<file path="src/swms_pkg.sv">
// ============================================================================
// swms_pkg
// Shared constants for the sliding-window mean and deviation block.
// ============================================================================
`default_nettype none

package swms_pkg;

    localparam int WINDOW_MAX   = 128;
    localparam int WINDOW_RESET = 100;

    localparam int SAMPLE_W = 16;
    localparam int LEN_W    = 8;
    localparam int PTR_W    = $clog2(WINDOW_MAX);
    localparam int FILL_W   = $clog2(WINDOW_MAX + 1);

    // Running accumulators: sum of up to WINDOW_MAX samples and of their squares
    localparam int SUM_W    = SAMPLE_W + PTR_W + 1;
    localparam int SQSUM_W  = 2 * SAMPLE_W + PTR_W - 1;

endpackage

`default_nettype wire

</file>
<file path="src/swms_ram.sv">
// ============================================================================
// swms_ram
// Generic single-write, single-read RAM with registered read data.
// ============================================================================
`default_nettype none

module swms_ram #(
    parameter int WIDTH = 16,
    parameter int DEPTH = 128
) (
    input  wire logic                     clk,
    input  wire logic                     we,
    input  wire logic [$clog2(DEPTH)-1:0] waddr,
    input  wire logic [WIDTH-1:0]         wdata,
    input  wire logic                     re,
    input  wire logic [$clog2(DEPTH)-1:0] raddr,
    output logic      [WIDTH-1:0]         rdata
);

    logic [WIDTH-1:0] mem [DEPTH];

    always_ff @(posedge clk)
    begin
        if (we)
        begin
            mem[waddr] <= wdata;
        end
        if (re)
        begin
            rdata <= mem[raddr];
        end
    end

endmodule

`default_nettype wire

</file>
<file path="src/sliding_window_mean_stddev.sv">
// ============================================================================
// sliding_window_mean_stddev
// Running mean and population standard deviation over the last N samples.
//
// Usage:
//   Input channel (sample_valid / sample_stall / sample) carries one signed
//   Q8.8 sample per transfer. Output channel (result_valid / result_stall)
//   carries mean, deviation and valid_res, one result per sample.
//   Config channel (cfg_valid / cfg_ready / window_length) sets N (0 reads
//   as 1, above 128 reads as 128) and empties the window; it is taken only
//   while the block is idle.
//   Until N samples are held, results carry valid_res = 0 and zero fields;
//   such an item passes through the square, add and output steps only.
//   Once the window is full, each item runs the long path: a
//   shared 24x24 multiplier forms the squares and N*sumsq over 9 sequencer
//   steps, then a shared subtractor runs 23 steps of sum/N, 46 steps of the
//   variance division by N*N and 23 steps of the square root.
//   The sample input stalls until the block is back in idle.
//   Reset sets N = 100 and an empty window. The result sits in an output
//   register; a stalled receiver holds it, and the block still accepts and
//   works the next sample, waiting at the end until the register frees up.
// ============================================================================
`default_nettype none

module sliding_window_mean_stddev (
    input  wire logic                               clk,
    input  wire logic                               rst_n,
    input  wire logic                               sample_valid,
    output logic                                    sample_stall,
    input  wire logic signed [swms_pkg::SAMPLE_W-1:0] sample,
    output logic                                    result_valid,
    input  wire logic                               result_stall,
    output logic signed [swms_pkg::SAMPLE_W-1:0]    mean,
    output logic        [swms_pkg::SAMPLE_W-1:0]    deviation,
    output logic                                    valid_res,
    input  wire logic                               cfg_valid,
    output logic                                    cfg_ready,
    input  wire logic   [swms_pkg::LEN_W-1:0]       window_length
);

    import swms_pkg::*;

    localparam int MUL_W  = 24;
    localparam int PROD_W = 2 * MUL_W;
    localparam int MAG_W  = SUM_W - 1;          // |sum| fits one bit less
    localparam int NUM_W  = 2 * MAG_W;          // N*sumsq and sum^2
    localparam int DVS_W  = 2 * LEN_W - 1;      // N*N
    localparam int ROOT_W = NUM_W / 2;
    localparam int SQR_W  = ROOT_W + 1;
    localparam int SUB_W  = ROOT_W + 3;
    localparam int CNT_W  = $clog2(NUM_W + 1);

    typedef enum logic [14:0] {
        ST_IDLE     = 15'b000000000000001,
        ST_OLD_SQ   = 15'b000000000000010,
        ST_OLD_SUB  = 15'b000000000000100,
        ST_NEW_SQ   = 15'b000000000001000,
        ST_NEW_ADD  = 15'b000000000010000,
        ST_SUM_SQ   = 15'b000000000100000,
        ST_A_LO     = 15'b000000001000000,
        ST_A_HI     = 15'b000000010000000,
        ST_A_SUM    = 15'b000000100000000,
        ST_DIFF_NN  = 15'b000001000000000,
        ST_MEAN_DIV = 15'b000010000000000,
        ST_VAR_LOAD = 15'b000100000000000,
        ST_VAR_DIV  = 15'b001000000000000,
        ST_SQRT     = 15'b010000000000000,
        ST_OUT      = 15'b100000000000000
    } state_t;

    function automatic logic [SAMPLE_W-1:0] mag16(input logic [SAMPLE_W-1:0] x);
        mag16 = x[SAMPLE_W-1] ? (~x + 1'b1) : x;
    endfunction

    // Control state
    state_t                 state_reg,   state_next;
    logic [LEN_W-1:0]       n_reg,       n_next;
    logic [FILL_W-1:0]      fill_reg,    fill_next;
    logic [PTR_W-1:0]       ptr_reg,     ptr_next;
    logic [SUM_W-1:0]       sum_reg,     sum_next;
    logic [SQSUM_W-1:0]     sumsq_reg,   sumsq_next;
    logic [CNT_W-1:0]       cnt_reg,     cnt_next;
    logic                   full_reg,    full_next;
    logic                   ok_reg,      ok_next;
    logic                   ovalid_reg,  ovalid_next;

    // Datapath
    logic [SAMPLE_W-1:0]    smp_reg,     smp_next;
    logic [PTR_W-1:0]       slot_reg,    slot_next;
    logic [SAMPLE_W-1:0]    old_reg,     old_next;
    logic [PROD_W-1:0]      prod_reg,    prod_next;
    logic [NUM_W-1:0]       acc_reg,     acc_next;
    logic [NUM_W-1:0]       b_reg,       b_next;
    logic [NUM_W-1:0]       quo_reg,     quo_next;
    logic [DVS_W-1:0]       rem_reg,     rem_next;
    logic [DVS_W-1:0]       dvs_reg,     dvs_next;
    logic [ROOT_W-1:0]      root_reg,    root_next;
    logic [SQR_W-1:0]       sqr_reg,     sqr_next;
    logic [SAMPLE_W-1:0]    mres_reg,    mres_next;
    logic [SAMPLE_W-1:0]    omean_reg,   omean_next;
    logic [SAMPLE_W-1:0]    odev_reg,    odev_next;
    logic                   ook_reg,     ook_next;

    logic                   in_xfer, cfg_xfer, out_xfer, idle;
    logic [SAMPLE_W-1:0]    ram_rdata;
    logic                   ram_we;

    logic [MUL_W-1:0]       mul_a, mul_b;
    logic [SUB_W-1:0]       sub_a, sub_b;
    logic [SUB_W:0]         sub_diff;
    logic                   sub_ge;

    logic [SUM_W-1:0]       sum_mag;
    logic [SUM_W-1:0]       smp_ext, old_ext;
    logic [DVS_W:0]         div_shift;
    logic [SQR_W+1:0]       sqr_shift;
    logic [NUM_W:0]         var_diff;
    logic [LEN_W-1:0]       ptr_inc;
    logic [FILL_W-1:0]      fill_inc;
    logic [LEN_W-1:0]       len_clamped;

    assign idle         = (state_reg == ST_IDLE);
    assign cfg_ready    = idle;
    assign sample_stall = !idle || cfg_valid;
    assign in_xfer      = sample_valid && !sample_stall;
    assign cfg_xfer     = cfg_valid && cfg_ready;
    assign out_xfer     = ovalid_reg && !result_stall;

    assign result_valid = ovalid_reg;
    assign mean         = omean_reg;
    assign deviation    = odev_reg;
    assign valid_res    = ook_reg;

    assign sum_mag  = sum_reg[SUM_W-1] ? (~sum_reg + 1'b1) : sum_reg;
    assign smp_ext  = {{(SUM_W-SAMPLE_W){smp_reg[SAMPLE_W-1]}}, smp_reg};
    assign old_ext  = {{(SUM_W-SAMPLE_W){old_reg[SAMPLE_W-1]}}, old_reg};
    assign ptr_inc  = LEN_W'(ptr_reg) + 1'b1;
    assign fill_inc = fill_reg + 1'b1;
    assign var_diff = {1'b0, acc_reg} - {1'b0, b_reg};

    always_comb
    begin
        if (window_length == '0)
        begin
            len_clamped = LEN_W'(1);
        end
        else if (FILL_W'(window_length) > FILL_W'(WINDOW_MAX))
        begin
            len_clamped = LEN_W'(WINDOW_MAX);
        end
        else
        begin
            len_clamped = window_length;
        end
    end

    // Ring of recent samples; the oldest entry is read as the item is taken
    swms_ram #(
        .WIDTH (SAMPLE_W),
        .DEPTH (WINDOW_MAX)
    ) u_ring (
        .clk   (clk),
        .we    (ram_we),
        .waddr (slot_reg),
        .wdata (smp_reg),
        .re    (in_xfer),
        .raddr (ptr_reg),
        .rdata (ram_rdata)
    );

    assign ram_we = (state_reg == ST_NEW_SQ);

    // Shared multiplier operand select
    always_comb
    begin
        mul_a = '0;
        mul_b = '0;
        unique case (state_reg)
            ST_OLD_SQ:
            begin
                mul_a = MUL_W'(mag16(ram_rdata));
                mul_b = MUL_W'(mag16(ram_rdata));
            end
            ST_NEW_SQ:
            begin
                mul_a = MUL_W'(mag16(smp_reg));
                mul_b = MUL_W'(mag16(smp_reg));
            end
            ST_SUM_SQ:
            begin
                mul_a = MUL_W'(sum_mag[MAG_W-1:0]);
                mul_b = MUL_W'(sum_mag[MAG_W-1:0]);
            end
            ST_A_LO:
            begin
                mul_a = MUL_W'(n_reg);
                mul_b = sumsq_reg[MUL_W-1:0];
            end
            ST_A_HI:
            begin
                mul_a = MUL_W'(n_reg);
                mul_b = MUL_W'(sumsq_reg[SQSUM_W-1:MUL_W]);
            end
            ST_DIFF_NN:
            begin
                mul_a = MUL_W'(n_reg);
                mul_b = MUL_W'(n_reg);
            end
            default:
            begin
                mul_a = '0;
                mul_b = '0;
            end
        endcase
    end

    // Shared subtractor for the restoring divider and the square root
    assign div_shift = {rem_reg, quo_reg[NUM_W-1]};
    assign sqr_shift = {sqr_reg, quo_reg[NUM_W-1 -: 2]};

    always_comb
    begin
        if (state_reg == ST_SQRT)
        begin
            sub_a = SUB_W'(sqr_shift);
            sub_b = SUB_W'({root_reg, 2'b01});
        end
        else
        begin
            sub_a = SUB_W'(div_shift);
            sub_b = SUB_W'(dvs_reg);
        end
    end

    assign sub_diff = {1'b0, sub_a} - {1'b0, sub_b};
    assign sub_ge   = !sub_diff[SUB_W];

    always_comb
    begin
        state_next  = state_reg;
        n_next      = n_reg;
        fill_next   = fill_reg;
        ptr_next    = ptr_reg;
        sum_next    = sum_reg;
        sumsq_next  = sumsq_reg;
        cnt_next    = cnt_reg;
        full_next   = full_reg;
        ok_next     = ok_reg;
        ovalid_next = ovalid_reg && !out_xfer;

        smp_next    = smp_reg;
        slot_next   = slot_reg;
        old_next    = old_reg;
        prod_next   = prod_reg;
        acc_next    = acc_reg;
        b_next      = b_reg;
        quo_next    = quo_reg;
        rem_next    = rem_reg;
        dvs_next    = dvs_reg;
        root_next   = root_reg;
        sqr_next    = sqr_reg;
        mres_next   = mres_reg;
        omean_next  = omean_reg;
        odev_next   = odev_reg;
        ook_next    = ook_reg;

        unique case (state_reg)
            ST_IDLE:
            begin
                if (cfg_xfer)
                begin
                    n_next     = len_clamped;
                    fill_next  = '0;
                    ptr_next   = '0;
                    sum_next   = '0;
                    sumsq_next = '0;
                end
                else if (in_xfer)
                begin
                    smp_next  = sample;
                    full_next = (fill_reg >= FILL_W'(n_reg));
                    if (fill_reg >= FILL_W'(n_reg))
                    begin
                        slot_next  = ptr_reg;
                        state_next = ST_OLD_SQ;
                    end
                    else
                    begin
                        // ptr stays at zero while the window fills
                        slot_next  = fill_reg[PTR_W-1:0];
                        state_next = ST_NEW_SQ;
                    end
                end
            end
            ST_OLD_SQ:
            begin
                old_next   = ram_rdata;
                prod_next  = mul_a * mul_b;
                state_next = ST_OLD_SUB;
            end
            ST_OLD_SUB:
            begin
                sum_next   = sum_reg - old_ext;
                sumsq_next = sumsq_reg - prod_reg[SQSUM_W-1:0];
                ptr_next   = (ptr_inc == n_reg) ? '0 : ptr_inc[PTR_W-1:0];
                state_next = ST_NEW_SQ;
            end
            ST_NEW_SQ:
            begin
                prod_next  = mul_a * mul_b;
                state_next = ST_NEW_ADD;
            end
            ST_NEW_ADD:
            begin
                sum_next   = sum_reg + smp_ext;
                sumsq_next = sumsq_reg + prod_reg[SQSUM_W-1:0];
                if (!full_reg)
                begin
                    fill_next = fill_inc;
                end
                ok_next = full_reg || (fill_inc == FILL_W'(n_reg));
                if (full_reg || (fill_inc == FILL_W'(n_reg)))
                begin
                    state_next = ST_SUM_SQ;
                end
                else
                begin
                    state_next = ST_OUT;
                end
            end
            ST_SUM_SQ:
            begin
                prod_next  = mul_a * mul_b;
                state_next = ST_A_LO;
            end
            ST_A_LO:
            begin
                b_next     = prod_reg[NUM_W-1:0];
                prod_next  = mul_a * mul_b;
                state_next = ST_A_HI;
            end
            ST_A_HI:
            begin
                acc_next   = prod_reg[NUM_W-1:0];
                prod_next  = mul_a * mul_b;
                state_next = ST_A_SUM;
            end
            ST_A_SUM:
            begin
                acc_next   = acc_reg + {prod_reg[NUM_W-MUL_W-1:0], {MUL_W{1'b0}}};
                state_next = ST_DIFF_NN;
            end
            ST_DIFF_NN:
            begin
                // Clamp a negative variance numerator to zero
                acc_next   = var_diff[NUM_W] ? '0 : var_diff[NUM_W-1:0];
                prod_next  = mul_a * mul_b;
                quo_next   = {sum_mag[MAG_W-1:0], {(NUM_W-MAG_W){1'b0}}};
                rem_next   = '0;
                dvs_next   = DVS_W'(n_reg);
                cnt_next   = CNT_W'(MAG_W);
                state_next = ST_MEAN_DIV;
            end
            ST_MEAN_DIV:
            begin
                rem_next = sub_ge ? sub_diff[DVS_W-1:0] : div_shift[DVS_W-1:0];
                quo_next = {quo_reg[NUM_W-2:0], sub_ge};
                cnt_next = cnt_reg - 1'b1;
                if (cnt_reg == CNT_W'(1))
                begin
                    state_next = ST_VAR_LOAD;
                end
            end
            ST_VAR_LOAD:
            begin
                mres_next  = sum_reg[SUM_W-1] ? (~quo_reg[SAMPLE_W-1:0] + 1'b1)
                                              : quo_reg[SAMPLE_W-1:0];
                quo_next   = acc_reg;
                rem_next   = '0;
                dvs_next   = prod_reg[DVS_W-1:0];
                cnt_next   = CNT_W'(NUM_W);
                state_next = ST_VAR_DIV;
            end
            ST_VAR_DIV:
            begin
                rem_next = sub_ge ? sub_diff[DVS_W-1:0] : div_shift[DVS_W-1:0];
                quo_next = {quo_reg[NUM_W-2:0], sub_ge};
                cnt_next = cnt_reg - 1'b1;
                if (cnt_reg == CNT_W'(1))
                begin
                    root_next  = '0;
                    sqr_next   = '0;
                    cnt_next   = CNT_W'(ROOT_W);
                    state_next = ST_SQRT;
                end
            end
            ST_SQRT:
            begin
                // One root bit per step, two radicand bits shifted in
                sqr_next  = sub_ge ? sub_diff[SQR_W-1:0] : sqr_shift[SQR_W-1:0];
                root_next = {root_reg[ROOT_W-2:0], sub_ge};
                quo_next  = {quo_reg[NUM_W-3:0], 2'b00};
                cnt_next  = cnt_reg - 1'b1;
                if (cnt_reg == CNT_W'(1))
                begin
                    state_next = ST_OUT;
                end
            end
            ST_OUT:
            begin
                // Hold until the output register is free
                if (!ovalid_reg || !result_stall)
                begin
                    ovalid_next = 1'b1;
                    ook_next    = ok_reg;
                    if (ok_reg)
                    begin
                        omean_next = mres_reg;
                        odev_next  = (root_reg[ROOT_W-1:SAMPLE_W] != '0) ? '1
                                                                        : root_reg[SAMPLE_W-1:0];
                    end
                    else
                    begin
                        omean_next = '0;
                        odev_next  = '0;
                    end
                    state_next = ST_IDLE;
                end
            end
            default:
            begin
                state_next = ST_IDLE;
            end
        endcase
    end

    always_ff @(posedge clk or negedge rst_n)
    begin
        if (!rst_n)
        begin
            state_reg  <= ST_IDLE;
            n_reg      <= LEN_W'(WINDOW_RESET);
            fill_reg   <= '0;
            ptr_reg    <= '0;
            sum_reg    <= '0;
            sumsq_reg  <= '0;
            cnt_reg    <= '0;
            full_reg   <= 1'b0;
            ok_reg     <= 1'b0;
            ovalid_reg <= 1'b0;
        end
        else
        begin
            state_reg  <= state_next;
            n_reg      <= n_next;
            fill_reg   <= fill_next;
            ptr_reg    <= ptr_next;
            sum_reg    <= sum_next;
            sumsq_reg  <= sumsq_next;
            cnt_reg    <= cnt_next;
            full_reg   <= full_next;
            ok_reg     <= ok_next;
            ovalid_reg <= ovalid_next;
        end
    end

    always_ff @(posedge clk)
    begin
        smp_reg   <= smp_next;
        slot_reg  <= slot_next;
        old_reg   <= old_next;
        prod_reg  <= prod_next;
        acc_reg   <= acc_next;
        b_reg     <= b_next;
        quo_reg   <= quo_next;
        rem_reg   <= rem_next;
        dvs_reg   <= dvs_next;
        root_reg  <= root_next;
        sqr_reg   <= sqr_next;
        mres_reg  <= mres_next;
        omean_reg <= omean_next;
        odev_reg  <= odev_next;
        ook_reg   <= ook_next;
    end

endmodule

`default_nettype wire

</file>
<file path="config.mk">
export PLATFORM = sky130hd
export DESIGN_NAME = sliding_window_mean_stddev
export DESIGN_NICKNAME = d
export VERILOG_FILES = /design/src/swms_pkg.sv /design/src/swms_ram.sv /design/src/sliding_window_mean_stddev.sv
export SDC_FILE = /design/constraint.sdc
export NUM_CORES = 2
export LEC_CHECK = 0
export ABC_AREA = 1
export BUFFER_PORTS_ARGS = -buffer_cell sky130_fd_sc_hd__buf_4
export CAP_MARGIN = 20
export CORE_MARGIN = 2
export CORE_UTILIZATION = 30
export DETAILED_ROUTE_END_ITERATION = 8
export PLACE_DENSITY_LB_ADDON = 0.12
export SKIP_LAST_GASP = 1
export SYNTH_ARGS = -nofsm -noshare
export SYNTH_HDL_FRONTEND = slang
export SYNTH_SLANG_ARGS = --single-unit
</file>
<file path="constraint.sdc">
create_clock -name clk -period 16.2 [get_ports clk]
set_input_delay 0.81 -clock clk [delete_from_list [all_inputs] [get_ports clk]]
set_output_delay 0.81 -clock clk [all_outputs]
set_load 0.1 [all_outputs]
</file>
# --- Word-level counts from Yosys, hierarchy flattened ---
# Memory sizes are Yosys's and may differ from the RTL's. A register that Yosys moved wholly into a read port is not among the register bits.
# Cells that the tools add are included.
totals:
  rom_bits: 0
  regBits: 458
  latch_bits: 0
  mem_bits_rw: 2048
  wordCells: 159
  memories: 1
  output_inout_bits: 36
  input_bits: 29
op_classes:
  multipliers: 1
  n_lt_le_gt_ge: 2
  mux: 48
  reduce_logical: 37
  bitwise_logic: 5
  n_div: 0
  eq_ne: 26
  addsub: 14
  shifts: 0
mem_list:
  columns: ["memory", "words", "width", "read_ports", "rd_clocked_by_memory_dff", "write_ports", "line_no", "rtl"]
  rows:
  - ["u_ring.mem", 128, 16, 1, 1, 1, "swms_ram.sv:20", "logic [WIDTH-1:0] mem [DEPTH];"]
ops:
  columns: ["cell", "count"]
  rows:
  - ["15-bit case mux with 15 select lines", 1]
  - ["46-bit case mux with 4 select lines", 1]
  - ["24-bit case mux with 6 select lines", 1]
  - ["46-bit case mux with 3 select lines", 1]
  - ["15-bit two-way mux", 8]
  - ["38-bit case mux with 3 select lines", 1]
  - ["23-bit case mux with 4 select lines", 1]
  - ["24-bit two-way mux", 3]
  - ["24-bit case mux with 3 select lines", 1]
  - ["16-bit two-way mux", 4]
  - ["15-bit case mux with 2 select lines", 2]
  - ["16-bit by 1-bit adder with 16-bit output, second input constant", 3]
  - ["16-bit NOT", 3]
  - ["24-bit case mux with 2 select lines", 1]
  - ["46-bit by 46-bit subtractor with 47-bit output", 1]
  - ["46-bit adder", 1]
  - ["23-bit by 24-bit multiplier with 46-bit output", 1]
  - ["23-bit two-way mux", 2]
  - ["46-bit two-way mux", 1]
  - ["23-bit case mux with 2 select lines", 1]
  - ["38-bit adder", 1]
  - ["38-bit two-way mux", 1]
  - ["38-bit subtractor", 1]
  - ["8-bit two-way mux", 4]
  - ["other kinds (53)", 88]

# --- Longest topological paths before layout ---
depth:
  word_depth: 8
  ltp_mapped: 40
  ltp_nobuf: 39

# --- By module ---
# A second synthesis with hierarchy kept.
hier_totals:
  cells_unflattened: 13700
  area_unflattened_um2: 134885.6
modules_own_cells:
  columns: ["module", "cells_each", "n_inst", "seq_area_each_um2", "area_per_inst_um2"]
  rows:
  - ["swms_ram", 6793, 1, 61979.4, 82988.3]
  - ["sliding_window_mean_stddev", 6907, 1, 13212.7, 51897.3]

# --- Worst setup path after synthesis ---
# No wires, ideal clock.
synth_path:
  path_kind: "register to register"
  startpoint: "register smp_reg[0]"
  endpoint: "register prod_reg[42] (data pin)"
  stages_incl_launch_ff: 32
  arrival_ns: 8.385
  n_path_buf: 0
  setup_ns: 0.259
  path_slack_ns: 7.556
  period_less_slack_ns: 8.644
  t_required_ns: 15.941
  path_cell_list: "edfxtp_1 -> inv_1 -> ha_1 -> nand3_1 -> nor3_1 -> nand3_1 -> nand2_1 -> nand2_1 -> nand2_1 -> nand3_1 -> nand4_2 -> nand2_1 -> inv_1 -> fa_1 -> inv_1 -> fa_1 -> inv_1 -> fa_1 -> fa_1 -> fa_1 -> fa_1 -> inv_1 -> fa_1 -> inv_1 -> ha_1 -> a21o_1 -> a21oi_1 -> a21boi_0 -> nand2_1 -> nand2_1 -> nand3_1 -> xor2_1"
synth_via:
  elab_chain_cells: 5
  word_cells_on_any_way: 6
  cone_classes: "add/sub (1); mul (1); mux (3); bitwise (1)"
synth_rtl:
  columns: ["element", "line_no", "rtl"]
  rows:
  - ["start, declared", "sliding_window_mean_stddev.sv:88", "logic [SAMPLE_W-1:0] smp_reg, smp_next;"]
  - ["start signal, assigned", "sliding_window_mean_stddev.sv:469", "smp_reg <= smp_next;"]
  - ["16-bit NOT", "sliding_window_mean_stddev.sv:72", "mag16 = x[SAMPLE_W-1] ? (~x + 1'b1) : x;"]
  - ["16-bit by 1-bit adder with 16-bit output", "sliding_window_mean_stddev.sv:72", null]
  - ["16-bit two-way mux *", "sliding_window_mean_stddev.sv:72", null]
  - ["24-bit case mux with 6 select lines / 23-bit case mux with 4 select lines (equally long branches)", "sliding_window_mean_stddev.sv:178", "unique case (state_reg)"]
  - ["23-bit by 24-bit multiplier with 46-bit output *", null, null]
  - ["end signal, assigned", "sliding_window_mean_stddev.sv:472", "prod_reg <= prod_next;"]
  - ["end, declared", "sliding_window_mean_stddev.sv:91", "logic [PROD_W-1:0] prod_reg, prod_next;"]
# Mark *: on every way between the ends. The rest lies on a longest branch, timed or not.
# A chain may end at the register's enable or synchronous reset.

# --- Final worst setup path ---
layout_path:
  startpoint: "register sum_reg[0]"
  endpoint: "register prod_reg[41] (data pin)"
layout_via:
  elab_chain_cells: 5
  word_cells_on_any_way: 6
  cone_classes: "add/sub (1); mul (1); mux (3); bitwise (1)"
layout_rtl:
  columns: ["element", "line_no", "rtl"]
  rows:
  - ["start, declared", "sliding_window_mean_stddev.sv:80", "logic [SUM_W-1:0] sum_reg, sum_next;"]
  - ["start signal, assigned", "sliding_window_mean_stddev.sv:458", "sum_reg <= sum_next;"]
  - ["23-bit NOT", "sliding_window_mean_stddev.sv:134", "assign sum_mag = sum_reg[SUM_W-1] ? (~sum_reg + 1'b1) : sum_reg;"]
  - ["23-bit by 1-bit adder with 23-bit output", "sliding_window_mean_stddev.sv:134", null]
  - ["23-bit two-way mux *", "sliding_window_mean_stddev.sv:134", null]
  - ["24-bit case mux with 6 select lines / 23-bit case mux with 4 select lines (equally long branches)", "sliding_window_mean_stddev.sv:178", null]
  - ["23-bit by 24-bit multiplier with 46-bit output *", null, null]
# Marked as above.

==> results.tsv <==
stage	metric	value	unit
cells_and_area	finish.utilization	34.1	%
cells_and_area	largest_reg_flops	2048	
worst_setup_path	r2r_slack	7.02	ns
place	io_buffers	64	
sta	worst_pin_slew	1.17	ns
clock_network	clockBufferDepth	4	
sta	drv_slew	0	
sta	period_minus_slack	9.18	ns
worst_setup_path	cp-end-kind	register	
detailed_routing	initialDrtViolationCount	8888	
pwr	p_per_area	113	mW/mm2
global_routing	groute.usage.overall	21.0	%
place	gp_congestion	0.899	
yosys	ys_ff_latch	2522	
worst_setup_path	startpoint	sum_reg[0]$_DFFE_PN0P_	
worst_setup_path	crit_path_max_incr_delay	0.90	ns
global_routing	use_met3	2.30	%
worst_setup_path	timing.rr.end	prod_reg[41]$_DFFE_PP_	
worst_setup_path	start_kind	register	
detailed_routing	viasPerCell	5.02	
yosys	synth_area	0.133	mm2
yosys	synth.most_common_cell	edfxtp_1	
floorplanning	dieArea	0.448	mm2
yosys	synthArstFlopShare	4.32	%
yosys	synth.yosys.seq_area_share	56.6	%
sta	timing.final.ws_setup	7.02	ns
yosys	synth.top_cell.area_share	54.6	%
worst_setup_path	cp.required	16.90	ns
sta	final.setup.tns	0	ns
worst_setup_path	cp_max_fo	20	
floorplanning	start_util	30.1	%
floorplanning	coreArea	0.441	mm2
worst_setup_path	cp.arrival	9.88	ns
global_routing	grt_util_met2	33.1	%
global_routing	use_met1	30.7	%
floorplanning	rows	244	
floorplanning	die_y	669	um
sta	slew_headroom	22.2	%
floorplanning	ios	65	
clock_network	cts.sinks	2522	
global_routing	grt_pass1_wl	691	mm
yosys	synth_cell_types	62	
flow_run	maxCapViolations	0	
cells_and_area	largest_register	u_ring.mem	
clock_network	clkTransAtPathRegs	0.06	ns
worst_setup_path	critPathBufInv	9	
place	pre_cts_slack	6.90	ns
global_routing	grt_antenna_before_repair	26	
yosys	synth_common_cells	edfxtp_1, nand2_1, nor2_1, inv_1, o21ai_0	
detailed_routing	wire_per_inst	24.8	um
sta	clock_skew	0.128	ns
pwr	max-vdd-ir-drop	0.0000853	V
worst_setup_path	crit_path_end	prod_reg[41]$_DFFE_PP_	
cells_and_area	fin_cells	19400	
global_routing	grt_max_degree	151	
worst_setup_path	reg2reg_depth	32	
worst_setup_path	rr_startpoint	sum_reg[0]$_DFFE_PN0P_	
clock_network	cts_root_buf	clkbuf_16	
sta	hold_viol	0	
clock_network	clk_latency	0.97	ns
worst_setup_path	critical_path_class	register to register	
clock_network	numCtsBuffers	305	
cells_and_area	drive_gt1_share	6.99	%
detailed_routing	ant_nets	0	
cells_and_area	finalNetCount	14000	
detailed_routing	wirelength	481	mm
yosys	yosysWarnings	0	
sta	finalCritPeriodShare	56.6	%
yosys	synth_cells	13100	
global_routing	gr-total-overflow	0	
status	status	finished clean	
sta	setup_violations	0	
global_routing	grt_pass1_vias	95300	
place	numPlacedInstances	18800	
worst_setup_path	cp_top_family	adder cells	
detailed_routing	drcViolationCount	0	
sta	rsz0062_at_grt	false	
detailed_routing	dr.pass1.iters	7	
clock_network	cts_tree	done	
yosys	synth-main-ff-cell	edfxtp_1	
cells_and_area	fin_area	0.150	mm2
global_routing	grt-busiest-layer	met2	
place	dp_hpwl	316	mm
worst_setup_path	crit_top_cell	inv_1	
yosys	synth_top_area_cell	edfxtp_1	
place	place_area	0.141	mm2
sta	fmax	109	MHz
worst_setup_path	worst-path-stages	32	
yosys	synth_edf_count	2413	
cells_and_area	syn_to_final_growth	13.2	%
yosys	synth_area_leaders	edfxtp_1, fa_1, nand2_1, nor2_1, o21ai_0	
clock_network	post_cts_resized	0	
yosys	syn_area_per_cell	10.1	um2
pwr	power_leakage	0.0580	uW
worst_setup_path	critPathSlowestCell	inv_1	
min_path	hold_class	primary input to register	
floorplanning	die_w	669	um
clock_network	htreeDepth	5	
detailed_routing	vias	97200	
==> layer usage <==
layer,share of wire (%),routed length [um]
met2,45,217000
met5,0,0
met3,5.1,24600
met1,47,228000
met4,2.5,12200
==> logic make-up after synthesis <==
| logic type | count (synthesis) | share of synthesized area, % |
|---|---|---|
| AND/OR/NAND/NOR | 5155 | 15.9 |
| buffers and inverters | 2075 | 6.13 |
| AO/OA/AOI/OAI | 2399 | 9.94 |
| XOR/XNOR | 186 | 1.23 |
| other | 2 | 0.00566 |
| flip-flops | 2522 | 56.6 |
| adder cells (fa/ha/maj) | 801 | 10.2 |
==> final cells by class <==
type                       count  area [um2]
fill                       45000      291000
sequential                  2522       75200
multi-input combinational   8555       49600
clock buffer                 386        8120
tap                         5904        7390
inverter                    1475        5570
timing repair buffer         348        2820
clock inverter               164        1510
antenna                       12        30.0
==> placed cells by master (no fill, tap or decap), types with 27 or more instances in the layout <==
cell,Yosys,final
nand4_1,73,73
a21oi_1,331,330
o21ai_0,1340,1340
nor3_1,59,59
fa_1,463,463
dfrtp_1,105,99
clkbuf_1,373,71
clkbuf_16,0,312
o22ai_1,568,568
xnor2_1,46,46
nor2_1,1799,1761
edfxtp_1,2413,2413
inv_1,1441,1437
clkinv_1,9,76
nand2_1,2298,2295
nand3_1,821,813
xor2_1,140,140
o21bai_1,27,27
ha_1,338,338
clkinv_2,1,50
nor2_2,13,50
buf_4,32,325
==> worst register-to-register path, delay by kind of cell (launching register included) <==
family | cells | cell delay, ns
DFF | 1 | 0.39
buffers and inverters | 9 | 1.62
AOI/OAI and AO/OA | 4 | 1.13
and+or+nand+nor | 8 | 1.45
adders and majority gates | 9 | 4.13
xor gates and xnor gates | 2 | 0.24
==> how the worst min path moves through the flow <==
| stage | slack (ns) | cells past startpoint | start | to |
|---|---|---|---|---|
| floorplan | 0.42 | 0 | ok_reg$_DFFE_PN0P_ | valid_res$_DFFE_PP_ |
| global placement | 0.44 | 0 | u_ring.rdata[6]$_DFFE_PP_ | old_reg[6]$_DFFE_PP_ |
| detailed placement | 0.45 | 0 | u_ring.rdata[6]$_DFFE_PP_ | old_reg[6]$_DFFE_PP_ |
| CTS | 0.01 | 1 | sample[15] | smp_reg[15]$_DFFE_PP_ |
| global route | 0.05 | 1 | sample[15] | smp_reg[15]$_DFFE_PP_ |
| finish | 0.10 | 1 | sample[15] | smp_reg[15]$_DFFE_PP_ |
==> per-stage QoR <==
| stage | hold slack (ns) | total power (uW) |
|---|---|---|
| after detailed placement | 0.454 | 10400 |
| after global placement | 0.441 | 10400 |
| after CTS | 0.00987 | 17200 |
| after global routing | 0.0493 | 17700 |
| after floorplan | 0.423 | 9320 |
| final | 0.104 | 17000 |
==> power by group <==
part	internal, uW	total, uW	switching, uW
combinational	661	2660	2000
clock	3850	6710	2860
sequential	7420	7630	209
total	11900	17000	5070
==> repair_timing <==
item                       4_1_cts  5_1_grt
hold buffers                     1        0
hold endpoints to repair        43        0
setup endpoints to repair        0        0
setup buffers                    0        0
No activity file was read; power rests on OpenSTA's default activity.
